<file path="src/rtl/sltd_pkg.sv">
// Shared constants and types for the STA/LTA transient detector
`default_nettype none

package sltd_pkg;

  // Configuration register widths and reset values
  localparam int THR_W      = 12;
  localparam int COOL_W     = 20;
  localparam int CFG_DATA_W = 20;
  localparam int CFG_IDX_W  = 1;
  localparam int THR_RESET  = 274;

  typedef logic [CFG_IDX_W-1:0] cfg_idx_t;

  // Register indexes on the configuration port
  localparam cfg_idx_t REG_THRESHOLD = 1'b0;
  localparam cfg_idx_t REG_COOLDOWN  = 1'b1;

endpackage

`default_nettype wire

</file>
<file path="src/rtl/sltd_cmp.sv">
// Cross-multiplied ratio test: short_sum * LONG * 256 > threshold * SHORT * long_sum
`default_nettype none

module sltd_cmp import sltd_pkg::*; #(
  parameter int LONG_WINDOW = 400,
  parameter int SUM_S_W     = 17,
  parameter int SUM_L_W     = 21,
  parameter int SCL_W       = 17
) (
  input  wire logic [SUM_S_W-1:0] short_sum_i,
  input  wire logic [SUM_L_W-1:0] long_sum_i,
  input  wire logic [SCL_W-1:0]   thr_scl_i,
  output logic                    hit_o
);

  localparam int LHS_W = SUM_S_W + $clog2(LONG_WINDOW + 1) + 8;
  localparam int RHS_W = SCL_W + SUM_L_W;
  localparam int CMP_W = (LHS_W > RHS_W) ? LHS_W : RHS_W;
  localparam logic [CMP_W-1:0] LHS_SCALE = CMP_W'(LONG_WINDOW * 256);

  logic [CMP_W-1:0] lhs;
  logic [CMP_W-1:0] rhs;

  // Constant scale on the short side, one real product on the long side
  always_comb begin
    lhs   = CMP_W'(short_sum_i) * LHS_SCALE;
    rhs   = CMP_W'(RHS_W'(thr_scl_i) * RHS_W'(long_sum_i));
    hit_o = lhs > rhs;
  end

endmodule

`default_nettype wire

</file>
<file path="config.mk">
export PLATFORM = sky130hd
export DESIGN_NAME = sltd_cmp
export DESIGN_NICKNAME = d
export VERILOG_FILES = /design/src/rtl/sltd_pkg.sv /design/src/rtl/sltd_cmp.sv
export SDC_FILE = /design/constraint.sdc
export NUM_CORES = 1
export LEC_CHECK = 0
export BUFFER_PORTS_ARGS = -buffer_cell sky130_fd_sc_hd__buf_2
export CAP_MARGIN = 10
export CORE_ASPECT_RATIO = 0.8
export CORE_MARGIN = 2
export CORE_UTILIZATION = 60
export DETAILED_ROUTE_END_ITERATION = 6
export GPL_TIMING_DRIVEN = 0
export PLACE_DENSITY = 0.78
export SLEW_MARGIN = 20
export SYNTH_ARGS = -nofsm -noshare
export SYNTH_HDL_FRONTEND = slang
export SYNTH_SLANG_ARGS = --single-unit
export TNS_END_PERCENT = 50
</file>
<file path="constraint.sdc">
create_clock -name vclk -period 9.3
set_input_delay 0.465 -clock vclk [all_inputs]
set_output_delay 0.465 -clock vclk [all_outputs]
set_load 0.005 [all_outputs]
</file>
# Yosys cells after proc, flatten, opt, wreduce, memory -nomap -nowiden

Cells that the tools add are included.

Register bits after elaboration: 0
Input port bits: 55
Output and inout bits: 1
Logic and storage cells: 3

Multiply operators: 2
$lt $le $gt $ge: 1

Operators with widths:

| operator                | count |
|---|---|
| $gt A34 B38 Y1          | 1 |
| $mul A17 B21 Y38        | 1 |
| $mul A17 B5 Y22 const B | 1 |

# Logic depth before layout (Yosys ltp)

Gate-level depths: netlist of the first run.

Word-level depth: 2
Gate-level depth with buffers: 33
Gate-level depth less buffers: 31

# Worst setup path after synthesis of the first run

No wires, ideal clock.

Path kind: input to output
From: in long_sum_i[18]
To: out hit_o
Data arrival time: 7.303 ns
Data required time: 8.835 ns
Slack: 1.532 ns
Stages: 32
Buffers on the path: 3
Cells stage by stage: clkbuf_1 > clkbuf_1 > nand2_1 > fa_1 > inv_1 > fa_1 > inv_1 > fa_1 > inv_1 > fa_1 > fa_1 > inv_1 > fa_1 > inv_1 > ha_1 > buf_2 > nand2_1 > o211ai_1 > a31oi_1 > o211ai_1 > a31oi_2 > nor2_1 > a31oi_1 > xor2_1 > ha_1 > nand4_1 > a2111oi_0 > nand4_1 > a2111oi_0 > o2111ai_1 > o21ai_1 > nor4_2

Cells in the longest elaborated chain, start to end: 2

Ends and longest elaborated chain:

| item             | RTL line       | text |
|---|---|---|
| from (decl)      | sltd_cmp.sv:11 | `input wire logic [SUM_L_W-1:0] long_sum_i,` |
| $mul A17 B21 Y38 | sltd_cmp.sv:27 | `rhs = CMP_W'(RHS_W'(thr_scl_i) * RHS_W'(long_sum_i));` |
| $gt A34 B38 Y1   | sltd_cmp.sv:28 | `hit_o = lhs > rhs;` |
| to (decl)        | sltd_cmp.sv:13 | `output logic hit_o` |

Every way passes these cells.

# Worst setup path in the final report of the first run

From: in long_sum_i[17]
To: out hit_o

Same word-level chain as after synthesis.

==> results of run 1 <==
critical path: cells and delay by family:
kind	cells	cell delay, ps
xor gates and xnor gates	1	90
buffers and inverters	7	1110
and+or+nand+nor	5	520
adders and majority gates	8	3640
AOI/OAI and AO/OA	10	2570
final cells by class:
type | count | area (um^2) | area share [%]
Timing Repair Buffer | 55 | 278 | 1.90
Buffer | 60 | 298 | 2.03
Tap cell | 306 | 383 | 2.61
Multi-Input combinational cell | 1159 | 12000 | 82.3
Inverter | 436 | 1640 | 11.2
logic make-up after synthesis:
group,after synthesis,share of synthesized area (%)
AO/OA/AOI/OAI,145,7.32
XOR/XNOR,40,2.53
adder cells (fa/ha/maj),485,59.8
buffers and inverters,496,13.5
multiplexers,2,0.144
AND/OR/NAND/NOR,487,16.7
metal layers:
metal / vias to the layer above / share of wire, % / wire length, um / track usage, %
met5: - / 0 / 0 / 0
met4: 0 / 3.6 / 1180 / 9.07
met3: 93 / 9.1 / 3030 / 5.67
met2: 465 / 47 / 15500 / 47.0
met1: 5473 / 41 / 13500 / 38.0
li1: 5075 / - / - / -
through the flow:
step | hold slack (ps) | cells | util, % | TNS, ps
after floorplan | 1470 | 1655 | - | 0
after global placement | 1960 | 2015 | 64.3 | -63.8
after detailed placement | 1960 | 2015 | 64.3 | -254
after CTS | 1940 | 2015 | 64.5 | 0
after global routing | 2040 | 2016 | 64.9 | -19.7
final | 1920 | 2016 | 64.9 | 0
cells in the final DEF (no fill, tap or decap), types with 4 or more instances in the layout:
cell,count
a211oi_1,7
a21o_1,21
a21oi_1,33
a31oi_1,5
and2_1,137
buf_2,60
clkbuf_1,14
clkbuf_2,34
clkbuf_4,5
fa_1,296
ha_1,189
inv_1,436
nand2_1,251
nand2b_1,5
nand3_1,15
nand4_1,7
nor2_1,38
nor3_1,11
o211ai_1,5
o21a_1,4
o21ai_0,17
o21ai_1,6
o21bai_1,6
or3_1,5
xnor2_1,23
xor2_1,17
final timing paths:
| path | startpoint | end | slack, ps | cells after the start |
|---|---|---|---|---|
| min | thr_scl_i[0] | hit_o | 1920 | 8 |
| max | long_sum_i[17] | hit_o | 410 | 31 |
what timing repair did:
| action | 4_1_cts | 5_1_grt |
|---|---|---|
| setup buffers | 0 | 1 |
| hold buffers | 0 | 0 |
| setup endpoints to repair | 1 | 1 |
| endpoints found under the hold margin | 0 | 0 |
| resized for setup | 32 | 49 |
| pin swaps | 0 | 3 |
==> out/metrics.yaml, run 1 <==
critPathMaxStageDelay_ps: 550
ant_nets: 0
place_congestion: 0.964
yosys.cell_types.count: 61
avgRoutedWirePerCell_um: 16.5
syn_nets: 2195
min_period_ps: 8890
setup_viol: 0
io_pins: 56
syn_avg_cell_area_um2: 8.37
drive_gt1_share_pct: 7.25
crit_type: "in2out"
dr.pass1.iters: 5
grt_max_degree: 11
area_growth_pct: 5.67
port_buffers: 54
antenna_cells: 0
synth_common_cells: "436 x inv_1, 296 x fa_1, 251 x nand2_1, 189 x ha_1, 137 x and2_1"
synth_largest_area_cell: "fa_1"
synth.top_cells.by_area: "fa_1 43%, ha_1 17%, inv_1 12%, nand2_1 6.8%, and2_1 6.2%"
wirelength_mm: 33.2
syn_area_um2: 13900
synth.yosys.seq_area_share_pct: 0
num_vias: 11100
dp_hpwl_mm: 28.4
cp.arrival_ps: 8420
worst-path-max-fanout: 10
tightest_slew_ps: 755
track_usage_pct: 28.4
syn_inst: 1655
nFillCells: 1951
seqCellArea_um2: 0
overflow: 0
core_um2: 22600
worstSetupEndpointType: "primary output"
setup_slack_ps: 411
synth-warning-count: 0
initial_core_util_pct: 61.4
grt_pass1_vias: 11600
nets: 2252
drv_slew: 0
dpl_worst_slack_ps: -254
die_x_um: 174
synth_top_area_share_pct: 42.8
nFlopsAndLatches: 0
crit_top_cell: "fa_1"
drc: 0
maxSlewHeadroom_pct: 49.7
status: "finished, final reports clean"
grt_pass1_wl_mm: 55.7
synth.most_common_cell: "inv_1"
final-hold-violation-count: 0
max_cap_viol_count: 0
antenna_found_initial: 0
dpl-instance-area_um2: 14500
fin_crit_sh_pct: 95.6
die_area_um2: 24300
post_drt_via_cell_ratio: 5.51
row_count: 49
n_clock_buffer: 0
hp-class: "in2out"
fmax_ghz: 0.113
crit_path_top_delay_cell: "fa_1"
required_ps: 8840
drt_iter0_drc: 781
die_h_um: 140
fin_area_um2: 14600
crit_path_start_kind: "input pin"
Power of run 1 is not shown: default switching activity piles up to over one toggle a cycle in this logic, so the estimate is an artifact.
==> run 2, diff against run 1 <==
--- a/config.mk
+++ b/config.mk
@@ -9,10 +9,10 @@
 export CAP_MARGIN = 10
 export CORE_ASPECT_RATIO = 0.8
 export CORE_MARGIN = 2
-export CORE_UTILIZATION = 60
+export CORE_UTILIZATION = 64
 export DETAILED_ROUTE_END_ITERATION = 6
 export GPL_TIMING_DRIVEN = 0
-export PLACE_DENSITY = 0.78
+export PLACE_DENSITY = 0.82
 export SLEW_MARGIN = 20
 export SYNTH_ARGS = -nofsm -noshare
 export SYNTH_HDL_FRONTEND = slang
==> run 2 against run 1 <==
Net effect: die area decreased by 6.1%; setup slack worse by 50 ps; wire length rose by 2.0%; non-clock buffer count fell by 2; maximum frequency is 0.56% lower; highest routed layer unchanged; hold slack got worse by 56 ps; global-route usage increased by 2.3 points.
==> out/metrics.yaml, run 2 (synthesized netlist as in run 1, its figures left out) <==
tightest_slew_ps: 801
fin_area_um2: 14600
finalNonFillerCells: 1983
maxSlewHeadroom_pct: 46.6
rsz0062_at_grt: "false"
antenna_found_initial: 0
overflow: 0
grt_max_degree: 18
port_buffers: 54
n_clock_buffer: 0
busiest_layer: "met2"
dp_cells: 1984
crit_path_top_delay_cell: "clkbuf_1"
final_cell_mix: "436 x inv_1, 296 x fa_1, 251 x nand2_1"
final_common_cell: "inv_1"
io_pins: 56
final_core_util_pct: 68.2
drive_gt1_share_pct: 7.14
crit_type: "in2out"
fmax_ghz: 0.112
die_area_um2: 22900
initial_core_util_pct: 64.8
grtUsageMet1_pct: 40.6
place_congestion: 0.972
cp.arrival_ps: 8470
row_count: 48
min_period_ps: 8940
die_x_um: 169
finalHoldWorstSlack_ps: 1870
max_cap_viol_count: 0
core_um2: 21400
nets: 2250
avgRoutedWirePerCell_um: 17.1
nFlopsAndLatches: 0
final-hold-violation-count: 0
ant_nets: 0
drv_slew: 0
dr.pass1.iters: 5
fin_crit_sh_pct: 96.1
seqCellArea_um2: 0
crit_top_cell: "fa_1"
worst-path-max-fanout: 10
area_growth_pct: 5.20
track_usage_pct: 30.8
grt_pass1_wl_mm: 55.5
dp_hpwl_mm: 29.0
use_met2_pct: 51.6
required_ps: 8840
hp-class: "in2out"
crit_path_start_kind: "input pin"
worstSetupEndpointType: "primary output"
num_vias: 11300
critPathMaxStageDelay_ps: 570
drc: 0
use_met3_pct: 4.12
grt_pass1_vias: 11600
post_drt_via_cell_ratio: 5.69
status: "finished, final reports clean"
wirelength_mm: 33.9
drt_iter0_drc: 766
die_h_um: 136
antenna_cells: 0
setup_viol: 0
dpl-instance-area_um2: 14500
run 2: cell count changes in the layout (fill, tap and decap cells not counted), sizes merged:
cell / previous run / this run
buf: 62 / 60
run 2: per-layer routing:
| layer | vias up | share of wire, % | routed length (um) |
|---|---|---|---|
| li1 | 5063 | - | - |
| met5 | - | 0 | 0 |
| met2 | 504 | 47 | 16000 |
| met3 | 126 | 8.4 | 2860 |
| met1 | 5586 | 39 | 13400 |
| met4 | 0 | 4.8 | 1640 |
run 2: what timing repair did:
item	in CTS	in global routing
resized for setup	10	85
pin swaps	0	2
hold buffers	0	0
setup buffers	0	1
setup endpoints to repair	1	1
run 2: final cells by class:
cell class,count,area (um^2)
Tap cell,275,344
Multi-Input combinational cell,1159,12000
Buffer,58,290
Timing Repair Buffer,55,278
Inverter,436,1640
Fill cell,1741,6800
run 2: path summary, 6_finish.rpt:
kind / startpoint / endpoint / slack (ps) / depth (start not counted)
worst min-delay path: thr_scl_i[0] / hit_o / 1870 / 8
worst max-delay path: thr_scl_i[12] / hit_o / 360 / 32
run 2: worst max-delay path: cells and delay by family:
kind	cells	cell delay, ps
and+or+nand+nor	6	880
AOI/OAI and AO/OA	9	2460
xor gates and xnor gates	1	100
buffers and inverters	8	1210
adders and majority gates	8	3360
run 2: stage by stage:
step / TNS (ps) / setup WS (ps)
floorplan: 0 / 1530
global placement: -105 / -105
detailed placement: -157 / -157
CTS: 0 / 0.400
global route: 0 / 54.0
finish: 0 / 361
Power of run 2 is left out for the same reason.
